==> config.mk <==
export PLATFORM = sky130hd
export DESIGN_NAME = windowed_throughput_meter
export DESIGN_NICKNAME = d
export VERILOG_FILES = /design/src/hdl/wtm_pkg.sv /design/src/hdl/windowed_throughput_meter.sv /design/src/hdl/wtm_ram.sv /design/src/hdl/wtm_rate_unit.sv
export SDC_FILE = /design/constraint.sdc
export NUM_CORES = 2
export LEC_CHECK = 0
export BUFFER_PORTS_ARGS = -buffer_cell sky130_fd_sc_hd__buf_2
export CAP_MARGIN = 10
export CORE_MARGIN = 5
export CORE_UTILIZATION = 35
export CTS_CLUSTER_SIZE = 16
export DETAILED_ROUTE_END_ITERATION = 8
export PLACE_DENSITY = 0.48
export SLEW_MARGIN = 20
export SYNTH_ARGS = -nofsm -noshare
export SYNTH_HDL_FRONTEND = slang
export SYNTH_SLANG_ARGS = --single-unit
==> constraint.sdc <==
create_clock -name clock -period 12.24 [get_ports clock]
set_input_delay 1.836 -clock clock [delete_from_list [all_inputs] [get_ports clock]]
set_output_delay 1.836 -clock clock [all_outputs]
set_load 0.01 [all_outputs]
==> src/hdl/wtm_pkg.sv <==
// Shared constants, state types and interface structs of the windowed throughput meter.
`default_nettype none

package wtm_pkg;

   localparam int RING_DEPTH    = 24;
   localparam int COUNT_BITS    = 48;
   localparam int TIME_BITS     = 48;
   localparam int SCALE_BITS    = 10;
   localparam int SPEED_BITS    = 58;
   localparam int PRODUCT_BITS  = COUNT_BITS + SCALE_BITS;
   localparam int POS_BITS      = $clog2(RING_DEPTH);
   localparam int FILL_BITS     = $clog2(RING_DEPTH + 1);
   localparam int ENTRY_BITS    = COUNT_BITS + TIME_BITS;
   localparam int STEP_BITS     = $clog2(PRODUCT_BITS);
   localparam int CSR_ADDR_BITS = 3;
   localparam int CSR_DATA_BITS = 32;

   localparam logic [SCALE_BITS-1:0] SCALE_RESET = SCALE_BITS'(1000);

   // word index of a register, taken from paddr[2]
   localparam logic REG_SPEED_SCALE = 1'b0;

   localparam logic KIND_RESTART = 1'b0;
   localparam logic KIND_SAMPLE  = 1'b1;

   typedef enum logic [2:0] {
      ST_IDLE,
      ST_READ,
      ST_LOAD,
      ST_CALC,
      ST_RESULT
   } meter_state_type;

   typedef enum logic [1:0] {
      RU_IDLE,
      RU_MUL,
      RU_DIV
   } rate_state_type;

   typedef struct packed {
      logic                  start;
      logic [COUNT_BITS-1:0] delta;
      logic [SCALE_BITS-1:0] scale;
      logic [TIME_BITS-1:0]  divisor;
   } rate_req_type;

   typedef struct packed {
      logic                    done;
      logic [PRODUCT_BITS-1:0] quotient;
   } rate_rsp_type;

endpackage

`default_nettype wire

==> src/hdl/windowed_throughput_meter.sv <==
// Top level of the windowed throughput meter: request handling, sample ring and result register.
//
// Usage:
//   Requests enter on req_* (stream handshake). req_tuser is the kind: restart or sample.
//   A sample carries a cumulative byte count and a millisecond timestamp in req_tdata.
//   The last 24 stored samples sit in a RAM ring; the newest count and time live in flops.
//   A restart clears the ring position and fill count and gives no result.
//   A sample whose count equals the newest stored count is dropped, no result.
//   Otherwise one result leaves on rsp_*: speed in rsp_tdata, speed_valid in rsp_tuser.
//   With fewer than two stored samples the result is speed 0, invalid.
//   Else the window delta goes through a bit-serial unit: shift-and-add over the 10
//   scale bits, then restoring division over the 58 product bits; the next request is
//   taken the cycle after the result enters the output register, so the block takes no
//   new sample while one is still being computed.
//   A stalled receiver holds the output register; a further result waits in the
//   block, which then takes no request until the register frees.
//   Reset (synchronous, active high) empties the ring, drops any pending result and sets
//   speed_scale to 1000. The register is written over the csr_* port at byte address 0.
`default_nettype none

module windowed_throughput_meter (
   input  wire         clock,
   input  wire         reset,
   // request stream
   input  wire         req_tvalid,
   output logic        req_tready,
   input  wire  [95:0] req_tdata,   // [47:0] bytes_total, [95:48] time_ms
   input  wire         req_tuser,   // [0] kind
   // result stream
   output logic        rsp_tvalid,
   input  wire         rsp_tready,
   output logic [63:0] rsp_tdata,   // [57:0] speed, [63:58] zero
   output logic        rsp_tuser,   // [0] speed_valid
   // register port
   input  wire                               csr_psel,
   input  wire                               csr_penable,
   input  wire                               csr_pwrite,
   input  wire  [wtm_pkg::CSR_ADDR_BITS-1:0] csr_paddr,
   input  wire  [wtm_pkg::CSR_DATA_BITS-1:0] csr_pwdata,
   output logic [wtm_pkg::CSR_DATA_BITS-1:0] csr_prdata,
   output logic                              csr_pready
);

   wtm_pkg::meter_state_type state_ff, state_in;

   logic [wtm_pkg::POS_BITS-1:0]     wr_pos_ff, wr_pos_in;
   logic [wtm_pkg::FILL_BITS-1:0]    fill_ff, fill_in;
   logic [wtm_pkg::POS_BITS-1:0]     oldest_ff, oldest_in;
   logic [wtm_pkg::COUNT_BITS-1:0]   newest_count_ff, newest_count_in;
   logic [wtm_pkg::TIME_BITS-1:0]    newest_stamp_ff, newest_stamp_in;
   logic [wtm_pkg::SCALE_BITS-1:0]   scale_ff, scale_in;
   logic [wtm_pkg::SPEED_BITS-1:0]   pend_speed_ff, pend_speed_in;
   logic                             pend_valid_ff, pend_valid_in;
   logic                             rsp_tvalid_ff, rsp_tvalid_in;
   logic [wtm_pkg::SPEED_BITS-1:0]   rsp_speed_ff, rsp_speed_in;
   logic                             rsp_flag_ff, rsp_flag_in;

   logic [wtm_pkg::COUNT_BITS-1:0]   req_count;
   logic [wtm_pkg::TIME_BITS-1:0]    req_stamp;
   logic                             req_accept;
   logic                             csr_write;
   logic [wtm_pkg::POS_BITS-1:0]     store_pos;
   logic [wtm_pkg::POS_BITS-1:0]     after_pos;
   logic                             ring_full;
   logic                             ram_wr_en;
   logic                             ram_rd_en;
   logic [wtm_pkg::ENTRY_BITS-1:0]   ram_rd_data;
   logic [wtm_pkg::TIME_BITS-1:0]    time_delta;

   wtm_pkg::rate_req_type rate_req;
   wtm_pkg::rate_rsp_type rate_rsp;

   assign req_count  = req_tdata[wtm_pkg::COUNT_BITS-1:0];
   assign req_stamp  = req_tdata[wtm_pkg::COUNT_BITS +: wtm_pkg::TIME_BITS];
   assign req_tready = (state_ff == wtm_pkg::ST_IDLE);
   assign req_accept = req_tvalid && req_tready;

   assign csr_pready = 1'b1;
   assign csr_write  = csr_psel && csr_penable && csr_pwrite && csr_pready;

   always_comb begin
      if (csr_paddr[2] == wtm_pkg::REG_SPEED_SCALE) begin
         csr_prdata = wtm_pkg::CSR_DATA_BITS'(scale_ff);
      end else begin
         csr_prdata = '0;
      end
   end

   assign store_pos = (wr_pos_ff == wtm_pkg::POS_BITS'(wtm_pkg::RING_DEPTH - 1)) ?
                      '0 : wr_pos_ff + 1'b1;
   assign after_pos = (store_pos == wtm_pkg::POS_BITS'(wtm_pkg::RING_DEPTH - 1)) ?
                      '0 : store_pos + 1'b1;
   assign ring_full = (fill_ff == wtm_pkg::FILL_BITS'(wtm_pkg::RING_DEPTH));
   assign ram_wr_en = req_accept && (req_tuser == wtm_pkg::KIND_SAMPLE) &&
                      (req_count != newest_count_ff);
   assign ram_rd_en = (state_ff == wtm_pkg::ST_READ);

   wtm_ram #(
      .WIDTH (wtm_pkg::ENTRY_BITS),
      .DEPTH (wtm_pkg::RING_DEPTH)
   ) u_ring (
      .clock   (clock),
      .wr_en   (ram_wr_en),
      .wr_addr (store_pos),
      .wr_data ({req_stamp, req_count}),
      .rd_en   (ram_rd_en),
      .rd_addr (oldest_ff),
      .rd_data (ram_rd_data)
   );

   assign time_delta = newest_stamp_ff - ram_rd_data[wtm_pkg::COUNT_BITS +: wtm_pkg::TIME_BITS];

   always_comb begin
      rate_req.start   = (state_ff == wtm_pkg::ST_LOAD);
      rate_req.delta   = newest_count_ff - ram_rd_data[wtm_pkg::COUNT_BITS-1:0];
      rate_req.scale   = scale_ff;
      rate_req.divisor = (time_delta == '0) ? wtm_pkg::TIME_BITS'(1) : time_delta;
   end

   wtm_rate_unit u_rate (
      .clock (clock),
      .reset (reset),
      .req   (rate_req),
      .rsp   (rate_rsp)
   );

   always_ff @(posedge clock) begin
      if (reset) begin
         state_ff        <= wtm_pkg::ST_IDLE;
         wr_pos_ff       <= '0;
         fill_ff         <= '0;
         newest_count_ff <= '0;
         newest_stamp_ff <= '0;
         scale_ff        <= wtm_pkg::SCALE_RESET;
         rsp_tvalid_ff   <= 1'b0;
      end else begin
         state_ff        <= state_in;
         wr_pos_ff       <= wr_pos_in;
         fill_ff         <= fill_in;
         newest_count_ff <= newest_count_in;
         newest_stamp_ff <= newest_stamp_in;
         scale_ff        <= scale_in;
         rsp_tvalid_ff   <= rsp_tvalid_in;
      end
      oldest_ff     <= oldest_in;
      pend_speed_ff <= pend_speed_in;
      pend_valid_ff <= pend_valid_in;
      rsp_speed_ff  <= rsp_speed_in;
      rsp_flag_ff   <= rsp_flag_in;
   end

   always_comb begin
      state_in        = state_ff;
      wr_pos_in       = wr_pos_ff;
      fill_in         = fill_ff;
      oldest_in       = oldest_ff;
      newest_count_in = newest_count_ff;
      newest_stamp_in = newest_stamp_ff;
      scale_in        = scale_ff;
      pend_speed_in   = pend_speed_ff;
      pend_valid_in   = pend_valid_ff;
      rsp_tvalid_in   = rsp_tvalid_ff;
      rsp_speed_in    = rsp_speed_ff;
      rsp_flag_in     = rsp_flag_ff;

      if (csr_write && (csr_paddr[2] == wtm_pkg::REG_SPEED_SCALE)) begin
         scale_in = csr_pwdata[wtm_pkg::SCALE_BITS-1:0];
      end

      if (rsp_tvalid_ff && rsp_tready) begin
         rsp_tvalid_in = 1'b0;
      end

      case (state_ff)
         wtm_pkg::ST_IDLE: begin
            if (req_accept && (req_tuser == wtm_pkg::KIND_RESTART)) begin
               wr_pos_in       = '0;
               fill_in         = '0;
               newest_count_in = '0;
               newest_stamp_in = '0;
            end else if (ram_wr_en) begin
               wr_pos_in       = store_pos;
               newest_count_in = req_count;
               newest_stamp_in = req_stamp;
               if (ring_full) begin
                  oldest_in = after_pos;
               end else begin
                  fill_in   = fill_ff + 1'b1;
                  oldest_in = wtm_pkg::POS_BITS'(1);
               end
               if (fill_ff == '0) begin
                  pend_speed_in = '0;
                  pend_valid_in = 1'b0;
                  state_in      = wtm_pkg::ST_RESULT;
               end else begin
                  state_in = wtm_pkg::ST_READ;
               end
            end
         end
         wtm_pkg::ST_READ: begin
            state_in = wtm_pkg::ST_LOAD;
         end
         wtm_pkg::ST_LOAD: begin
            state_in = wtm_pkg::ST_CALC;
         end
         wtm_pkg::ST_CALC: begin
            if (rate_rsp.done) begin
               pend_speed_in = rate_rsp.quotient[wtm_pkg::SPEED_BITS-1:0];
               pend_valid_in = 1'b1;
               state_in      = wtm_pkg::ST_RESULT;
            end
         end
         wtm_pkg::ST_RESULT: begin
            if (!rsp_tvalid_ff || rsp_tready) begin
               rsp_tvalid_in = 1'b1;
               rsp_speed_in  = pend_speed_ff;
               rsp_flag_in   = pend_valid_ff;
               state_in      = wtm_pkg::ST_IDLE;
            end
         end
         default: begin
            state_in = wtm_pkg::ST_IDLE;
         end
      endcase
   end

   assign rsp_tvalid = rsp_tvalid_ff;
   assign rsp_tdata  = 64'(rsp_speed_ff);
   assign rsp_tuser  = rsp_flag_ff;

endmodule

`default_nettype wire

==> src/hdl/wtm_ram.sv <==
// Generic single-write, single-read RAM with registered read data.
`default_nettype none

module wtm_ram #(
   parameter int WIDTH = 8,
   parameter int DEPTH = 16
) (
   input  wire                       clock,
   input  wire                       wr_en,
   input  wire [$clog2(DEPTH)-1:0]   wr_addr,
   input  wire [WIDTH-1:0]           wr_data,
   input  wire                       rd_en,
   input  wire [$clog2(DEPTH)-1:0]   rd_addr,
   output logic [WIDTH-1:0]          rd_data
);

   logic [WIDTH-1:0] mem_ff [DEPTH];
   logic [WIDTH-1:0] rd_data_ff;

   always_ff @(posedge clock) begin
      if (wr_en) begin
         mem_ff[wr_addr] <= wr_data;
      end
      if (rd_en) begin
         rd_data_ff <= mem_ff[rd_addr];
      end
   end

   assign rd_data = rd_data_ff;

endmodule

`default_nettype wire

==> src/hdl/wtm_rate_unit.sv <==
// Bit-serial scale multiply and restoring divide producing the window rate.
`default_nettype none

module wtm_rate_unit (
   input  wire                   clock,
   input  wire                   reset,
   input  wtm_pkg::rate_req_type req,
   output wtm_pkg::rate_rsp_type rsp
);

   wtm_pkg::rate_state_type state_ff, state_in;

   logic [wtm_pkg::PRODUCT_BITS-1:0] mcand_ff, mcand_in;
   logic [wtm_pkg::SCALE_BITS-1:0]   mplier_ff, mplier_in;
   logic [wtm_pkg::PRODUCT_BITS-1:0] work_ff, work_in;
   logic [wtm_pkg::TIME_BITS-1:0]    rem_ff, rem_in;
   logic [wtm_pkg::TIME_BITS-1:0]    divisor_ff, divisor_in;
   logic [wtm_pkg::STEP_BITS-1:0]    step_ff, step_in;
   logic                             done_ff, done_in;

   logic [wtm_pkg::TIME_BITS:0]      trial;
   logic [wtm_pkg::TIME_BITS:0]      diff;

   always_ff @(posedge clock) begin
      if (reset) begin
         state_ff <= wtm_pkg::RU_IDLE;
         done_ff  <= 1'b0;
         step_ff  <= '0;
      end else begin
         state_ff <= state_in;
         done_ff  <= done_in;
         step_ff  <= step_in;
      end
      mcand_ff   <= mcand_in;
      mplier_ff  <= mplier_in;
      work_ff    <= work_in;
      rem_ff     <= rem_in;
      divisor_ff <= divisor_in;
   end

   always_comb begin
      state_in   = state_ff;
      mcand_in   = mcand_ff;
      mplier_in  = mplier_ff;
      work_in    = work_ff;
      rem_in     = rem_ff;
      divisor_in = divisor_ff;
      step_in    = step_ff;
      done_in    = 1'b0;
      trial      = {rem_ff, work_ff[wtm_pkg::PRODUCT_BITS-1]};
      diff       = trial - {1'b0, divisor_ff};

      case (state_ff)
         wtm_pkg::RU_IDLE: begin
            if (req.start) begin
               mcand_in   = wtm_pkg::PRODUCT_BITS'(req.delta);
               mplier_in  = req.scale;
               divisor_in = req.divisor;
               work_in    = '0;
               step_in    = '0;
               state_in   = wtm_pkg::RU_MUL;
            end
         end
         wtm_pkg::RU_MUL: begin
            if (mplier_ff[0]) begin
               work_in = work_ff + mcand_ff;
            end
            mcand_in  = {mcand_ff[wtm_pkg::PRODUCT_BITS-2:0], 1'b0};
            mplier_in = {1'b0, mplier_ff[wtm_pkg::SCALE_BITS-1:1]};
            if (step_ff == wtm_pkg::STEP_BITS'(wtm_pkg::SCALE_BITS - 1)) begin
               step_in  = '0;
               rem_in   = '0;
               state_in = wtm_pkg::RU_DIV;
            end else begin
               step_in = step_ff + 1'b1;
            end
         end
         wtm_pkg::RU_DIV: begin
            if (!diff[wtm_pkg::TIME_BITS]) begin
               rem_in  = diff[wtm_pkg::TIME_BITS-1:0];
               work_in = {work_ff[wtm_pkg::PRODUCT_BITS-2:0], 1'b1};
            end else begin
               rem_in  = trial[wtm_pkg::TIME_BITS-1:0];
               work_in = {work_ff[wtm_pkg::PRODUCT_BITS-2:0], 1'b0};
            end
            if (step_ff == wtm_pkg::STEP_BITS'(wtm_pkg::PRODUCT_BITS - 1)) begin
               step_in  = '0;
               done_in  = 1'b1;
               state_in = wtm_pkg::RU_IDLE;
            end else begin
               step_in = step_ff + 1'b1;
            end
         end
         default: begin
            state_in = wtm_pkg::RU_IDLE;
         end
      endcase
   end

   assign rsp.done     = done_ff;
   assign rsp.quotient = work_ff;

endmodule

`default_nettype wire

=== After elaboration in Yosys (flattened, before gate mapping) ===
Memories as Yosys holds them, arrays and structs flattened. A register that Yosys moved wholly into a read port is not among the register bits.
Cells that the tools add are included.

* Flip-flop bits (word level): 474
* RAM bits: 2304
* Output and inout bits: 100
* Word-level logic and storage cells: 143
* Memories: 1

* $add $sub $neg: 8
* Equality and inequality tests: 22
* Mux-type cells: 53
* Bitwise gates (word level): 5
* Reductions and logical operators: 33

{| class="wikitable"
|+ Memories
! name !! depth !! bits a word !! read ports !! clocked after Yosys merged registers in !! write ports !! RTL line !! text
|-
| u_ring.mem_ff || 24 || 96 || 1 || 1 || 1 || wtm_ram.sv:17 || <nowiki>logic [WIDTH-1:0] mem_ff [DEPTH];</nowiki>
|}

{| class="wikitable"
|+ Operators by type and width
! operator !! number
|-
| two-way mux 58 bit || 7
|-
| two-way mux 48 bit || 6
|-
| case mux 58 bit (2 select lines) || 2
|-
| case mux 58 bit (3 select lines) || 1
|-
| case mux 48 bit (2 select lines) || 1
|-
| subtractor 48 bit || 2
|-
| adder 58 bit || 1
|-
| subtractor 49 x 48 -> 49 bit || 1
|-
| zero test 48 bit || 1
|-
| inequality test 48 bit || 1
|-
| two-way mux 5 bit || 6
|-
| two-way mux 10 bit || 2
|-
| case mux 10 bit (2 select lines) || 1
|-
| two-way mux 6 bit || 3
|-
| case mux 6 bit (3 select lines) || 1
|-
| adder 5 x 1 -> 5 bit (second input constant) || 3
|-
| equality test 5 bit (second input constant) || 3
|-
| two-way mux 3 bit || 5
|-
| case mux 3 bit (5 select lines) || 1
|-
| inequality test 2 x 1 -> 1 bit (second input constant) || 7
|-
| two-way mux 1 bit || 12
|-
| AND reduction 2 bit || 6
|-
| AND reduction 3 bit || 4
|-
| logical AND 1 bit || 8
|-
| 23 further kinds || 36
|}

=== Logic depth before layout (Yosys ltp) ===
* Word-level depth: 7
* Mapped depth: 15
* Mapped depth without buffers: 14

=== Modules after synthesis ===
A second synthesis with hierarchy kept.

* Cells, all modules: 7472
* Area, all modules: 121746.8 sq um

{| class="wikitable"
|+ By module, submodules not included
! module !! times used !! cells each !! area an instance (sq um) !! sequential area each (sq um)
|-
| wtm_ram || 1 || 4139 || 90823.4 || 72069.1
|-
| wtm_rate_unit || 1 || 1574 || 15730.1 || 6846.6
|-
| windowed_throughput_meter || 1 || 1759 || 15193.3 || 6095.8
|}

=== Worst setup path before layout ===
No wires, ideal clock.

* Kind: reg2reg
* Start: register state_ff[0]
* End: register u_ring.rd_data_ff[0] (netlist: u_ring.rd_data[0]), read port of u_ring.mem_ff, enable pin
* Setup time: 0.688 ns
* Arrival: 7.527 ns
* Path slack: 4.025 ns
* Cell stages (with the launch flop): 3
* Cell sequence: dfxtp_1 -> clkbuf_1 -> nor3b_1

* Word-level cells in the longest chain between the ends: 1

{| class="wikitable"
|+ Ends and longest elaborated chain
! what !! RTL line !! text
|-
| start: declaration || windowed_throughput_meter.sv:44 || <nowiki>wtm_pkg::meter_state_type state_ff, state_in;</nowiki>
|-
| start signal: assignment || windowed_throughput_meter.sv:129 || <nowiki>state_ff <= wtm_pkg::ST_IDLE;</nowiki>
|-
| start signal: assignment || windowed_throughput_meter.sv:137 || <nowiki>state_ff <= state_in;</nowiki>
|-
| equality test 3 x 1 -> 1 bit || windowed_throughput_meter.sv:96 || <nowiki>assign ram_rd_en = (state_ff == wtm_pkg::ST_READ);</nowiki>
|-
| end: declaration || wtm_ram.sv:18 || <nowiki>logic [WIDTH-1:0] rd_data_ff;</nowiki>
|}

No other way between the ends.
A chain may end at the register's enable or synchronous reset.

=== Worst setup path after layout ===
* Start: input port req_tdata[27]
* End: memory u_ring.mem_ff[4][18] (netlist name), enable pin

* Word-level cells in the longest chain between the ends: 4

{| class="wikitable"
|+ Ends and longest elaborated chain
! what !! RTL line !! text
|-
| start: declaration || windowed_throughput_meter.sv:27 || <nowiki>input wire [95:0] req_tdata,</nowiki>
|-
| inequality test 48 bit || windowed_throughput_meter.sv:95 || <nowiki>(req_count != newest_count_ff);</nowiki>
|-
| logical AND 1 bit || windowed_throughput_meter.sv:94 || <nowiki>assign ram_wr_en = req_accept && (req_tuser == wtm_pkg::KIND_SAMPLE) &&</nowiki>
|-
| two-way mux 1 bit || wtm_ram.sv:21 || <nowiki>if (wr_en) begin</nowiki>
|-
| two-way mux 1 bit (implied by the code) || wtm_ram.sv:22 || <nowiki>mem_ff[wr_addr] <= wr_data;</nowiki>
|-
| end: declaration || wtm_ram.sv:17 ||
|}

No other way between the ends.

==> summary.md <==
| Metric | Value |
|---|---|
| R2R cell count | `10` |
| Hold crit path type | `flop to flop` |
| Reg2Reg Setup Slack | `~6.6 ns` |
| Max_cap viols | `0` |
| Place WS | `approximately 4.6 ns` |
| Non-Filler Instances | `12,000` |
| 1st-iter DRT viols | `5,570` |
| Max VDD drop | `roughly 0.1 mV` |
| Setup tns final | `0 ns` |
| Die ar. | `around 0.36 sq mm` |
| Hold-fix buffers, CTS | `0` |
| Routed len/inst | `26.5 microns` |
| P_leak | `45.4 nW` |
| CP arrival | `slightly above 7 ns` |
| Post-synth top cells | `edfxtp_1, mux4_2, a21oi_1` |
| Syn Inst Count | `roughly 6,900` |
| Async set-or-reset flop fraction in the synthesized netlist | `0%` |
| Yosys Warn Count | `0` |
| Post-CTS Resized | `0` |
| Final Critical Period | `6.57 ns` |
| First-pass GRT wire length | `around 460,000 microns` |
| Post-Route WL | `approximately 320,000 microns` |
| Slew @ Worst Pin | `approximately 1.2 ns` |
| Sw Share | `25.2%` |
| Share of power burned in registers | `between 40% and 50%` |
| CTS buffer count | `about 320` |
| Via count of the first global-routing pass | `around 65,000` |
| Worst skew pair latency | `a little over 0.9 ns` |
| Mux cell area share after synthesis | `between 10% and 20%` |
| Ranking of synthesized cells by area | `edfxtp_1, mux4_2, ha_1, dfxtp_1, a21oi_1` |
| GRT overflow | `0` |
| IO Pins | `239` |
| CTS tree | `yes` |
| Share of cells above drive strength 1 | `20.1%` |
| Largest net degree at the start of global routing | `~120` |
| Ys flop type | `edfxtp_1` |
| Fmax | `152 MHz` |
| Placed insts | `11,400` |
| Clk pin slew, worst setup/hold paths | `~0.050 ns` |
| Pwr dens | `~170 mW/mm^2` |
| I/O Buffers | `about 190` |
| Reg2reg start | `newest_count_ff[43]` |
| Status | `complete, no violations` |
| Internal | `0.0176 W` |
| Yosys reg bits | `2,874` |
| Share of the synthesized area in the top cell type | `a little under 70%` |
| Post-synthesis simple-gate area fraction | `4.57%` |
| Top-count cell post-synth | `edfxtp_1` |
| Clk sinks | `2,874` |
| WHS Path Cells | `0` |
| Starting Density | `35.1%` |
| Synthesized area per cell | `17.6 sq um` |
| Crit path required time | `roughly 13 ns` |
| Net Sw Power | `between 0.005 and 0.006 W` |
| Gpl congestion | `about 0.83` |
| Final worst path period share | `53.7%` |
| RR Endpoint | `u_ring.mem_ff[4][18]` |
| Row count | `between 200 and 250` |
| RSZ-0062 raised after global routing | `no` |
| Sequential fraction of the synthesis area | `70.7%` |
| Adder-cell share of the synthesized area | `approximately 2.3%` |
| Initial antenna violation count | `53` |
| Post-CTS setup buffer count | `0` |
| Via-to-Cell Ratio | `between 5 and 6` |
| Skew final | `0.0552 ns` |
| Synth cell types | `~110` |
| Hold Crit Start | `pend_speed_ff[13]` |
| Area growth, synth to finish | `13.9%` |
| Largest family of logic cells by synthesized area | `multiplexers` |
| Hold Violations, Final | `0` |
| Antenna viol nets, final | `0` |
| XOR/XNOR Fraction of Synth Area | `under 10%` |
| Post-layout worst setup margin | `between 5 and 6 ns` |
| Synth Area in Compound Gates | `under 10%` |
| DRC Markers | `0` |
| Post-synth EDFFs | `2,745` |
| Total track usage | `between 10% and 20%` |
| Slew HR | `22.2%` |
| Clk root buf | `clkbuf_16` |
| CORE AREA | `0.343 sq mm` |
| Fin. max-slew vios | `0` |
| Sink of the worst hold path | `rsp_speed_ff[13]` |
| Clock power frac | `about two fifths` |
| H-Tree Level Count | `5` |
| Chip width | `approximately 600 microns` |
| Vias | `63,600` |
| Final Setup Violations | `0` |
| Max clock buf depth | `4` |
| Logic gate share of total power | `12.0%` |
| Critical Path Start Type | `input pin` |
| Area of the mapped netlist | `0.120 sq mm` |
| Fin nets | `7,492` |
| Hpwl dp | `between 150,000 and 200,000 microns` |
| 1st-pass router iterations | `6` |
| Die Y-Extent | `approximately 600 microns` |
| Synth area leader | `edfxtp_1` |
| Worst Path Class, Setup | `input pin to flop` |
| Worst Setup End Kind | `flop` |
| Largest fanout on the critical path | `between 60 and 70` |
## sequential cells by signal (all words and copies together) (netlist names), 5 cells and up
name and count:
u_rate.divisor_ff 48, newest_stamp_ff 48, fill_ff 5, newest_count_ff 48
u_rate.work_ff 58, u_rate.rem_ff 48, pend_speed_ff 58, scale_ff 10
u_rate.mcand_ff 58, wr_pos_ff 5, rsp_speed_ff 58, oldest_ff 5
u_rate.step_ff 6, u_ring.mem_ff 2304, u_ring.rd_data 96, u_rate.mplier_ff 10
## critical path, stage by stage
cell and delay [ns]:
buf_2 0.40, xnor2_1 0.32, nand4_1 0.17, nor4_1 0.10, nand3_1 0.23, nand4_1 0.25
inv_6 0.50, nand2_1 0.56, nor2_4 0.84, buf_4 0.85, buf_4 0.87
## per-stage QoR
step / util [%] / hold slack (ns) / power (W) / area (sq um)
floorplan: - / 0.400 / 0.0134 / 120000
CTS: 40.0 / 0.398 / 0.0238 / 137000
detailed placement: 37.0 / 0.405 / 0.0144 / 127000
global route: 40.0 / 0.417 / 0.0245 / 137000
global placement: 37.0 / 0.408 / 0.0144 / 127000
finish: 40.0 / 0.397 / 0.0235 / 137000
## layout make-up
type / count / area (sq um)
diodes: 15 / 37.5
clock buffers: 405 / 8430
clock inverters: 161 / 1650
fillers: 31000 / 206000
inverters: 209 / 790
multi-input cells: 3444 / 33400
flip-flops and latches: 2874 / 85000
well taps: 4557 / 5700
repair buffers: 292 / 1980
## how the worst max path moves through the flow
| stage | from | endpoint | slack [ns] |
|---|---|---|---|
| after detailed placement | req_tdata[27] | u_ring.mem_ff[4][18] | 4.56 |
| final | req_tdata[27] | u_ring.mem_ff[4][18] | 5.67 |
| after floorplan | state_ff[0] | u_ring.rd_data[0] | 4.03 |
| after global placement | req_tdata[27] | u_ring.mem_ff[4][74] | 4.67 |
| after CTS | req_tdata[27] | u_ring.mem_ff[4][16] | 5.54 |
| after global routing | req_tdata[28] | u_ring.mem_ff[4][16] | 5.47 |
## cells by family (layout without fill, tap and decap cells)
| group | Yosys count | after routing |
|---|---|---|
| AOI/OAI and AO/OA | 971 | 971 |
| muxes | 832 | 832 |
| and+or+nand+nor | 1165 | 1165 |
| DFF | 2874 | 2874 |
| adders and majority gates | 217 | 217 |
| xor gates and xnor gates | 230 | 230 |
| other | 2 | 44 |
| buffers and inverters | 563 | 1067 |
## power groups by stage
stage / Clock, W / Sequential, W / Combinational [W]
3_3_place_gp: 0 / 0.0116 / 0.00282
2_1_floorplan: 0 / 0.0116 / 0.00184
5_1_grt: 0.0100 / 0.0114 / 0.00309
6_report: 0.00933 / 0.0114 / 0.00283
3_5_place_dp: 0 / 0.0116 / 0.00283
4_1_cts: 0.00960 / 0.0114 / 0.00284
## per-layer routing
metal,up-vias,part of all wire [%],GRT usage (%)
met5,-,0.046,0
met4,22,1.8,3.47
met3,403,5.8,3.16
met2,1649,46,27.5
met1,33600,46,25.3
li1,27900,-,-
## layout by cell type, fill, tap and decap left out, types with 30 or more instances in the layout
cell type	Yosys	final
xor2_1	77	77
edfxtp_1	2745	2745
nand2_1	345	345
xnor2_1	152	152
buf_2	6	184
nor3_1	51	50
nor2_1	311	285
mux4_2	672	672
buf_4	32	86
o21a_1	34	34
nand3_1	153	153
nand4_1	53	53
clkbuf_16	0	320
clkinv_1	1	61
clkinv_2	0	41
inv_1	208	206
ha_1	213	212
o21ai_0	174	172
mux2i_1	147	147
and3_1	33	32
o21bai_1	34	34
clkbuf_1	244	75
dfxtp_1	129	129
a21oi_1	414	414
a21o_1	98	98
and2_1	81	81
nor2b_1	30	30
(Power assumes the default switching activity.)
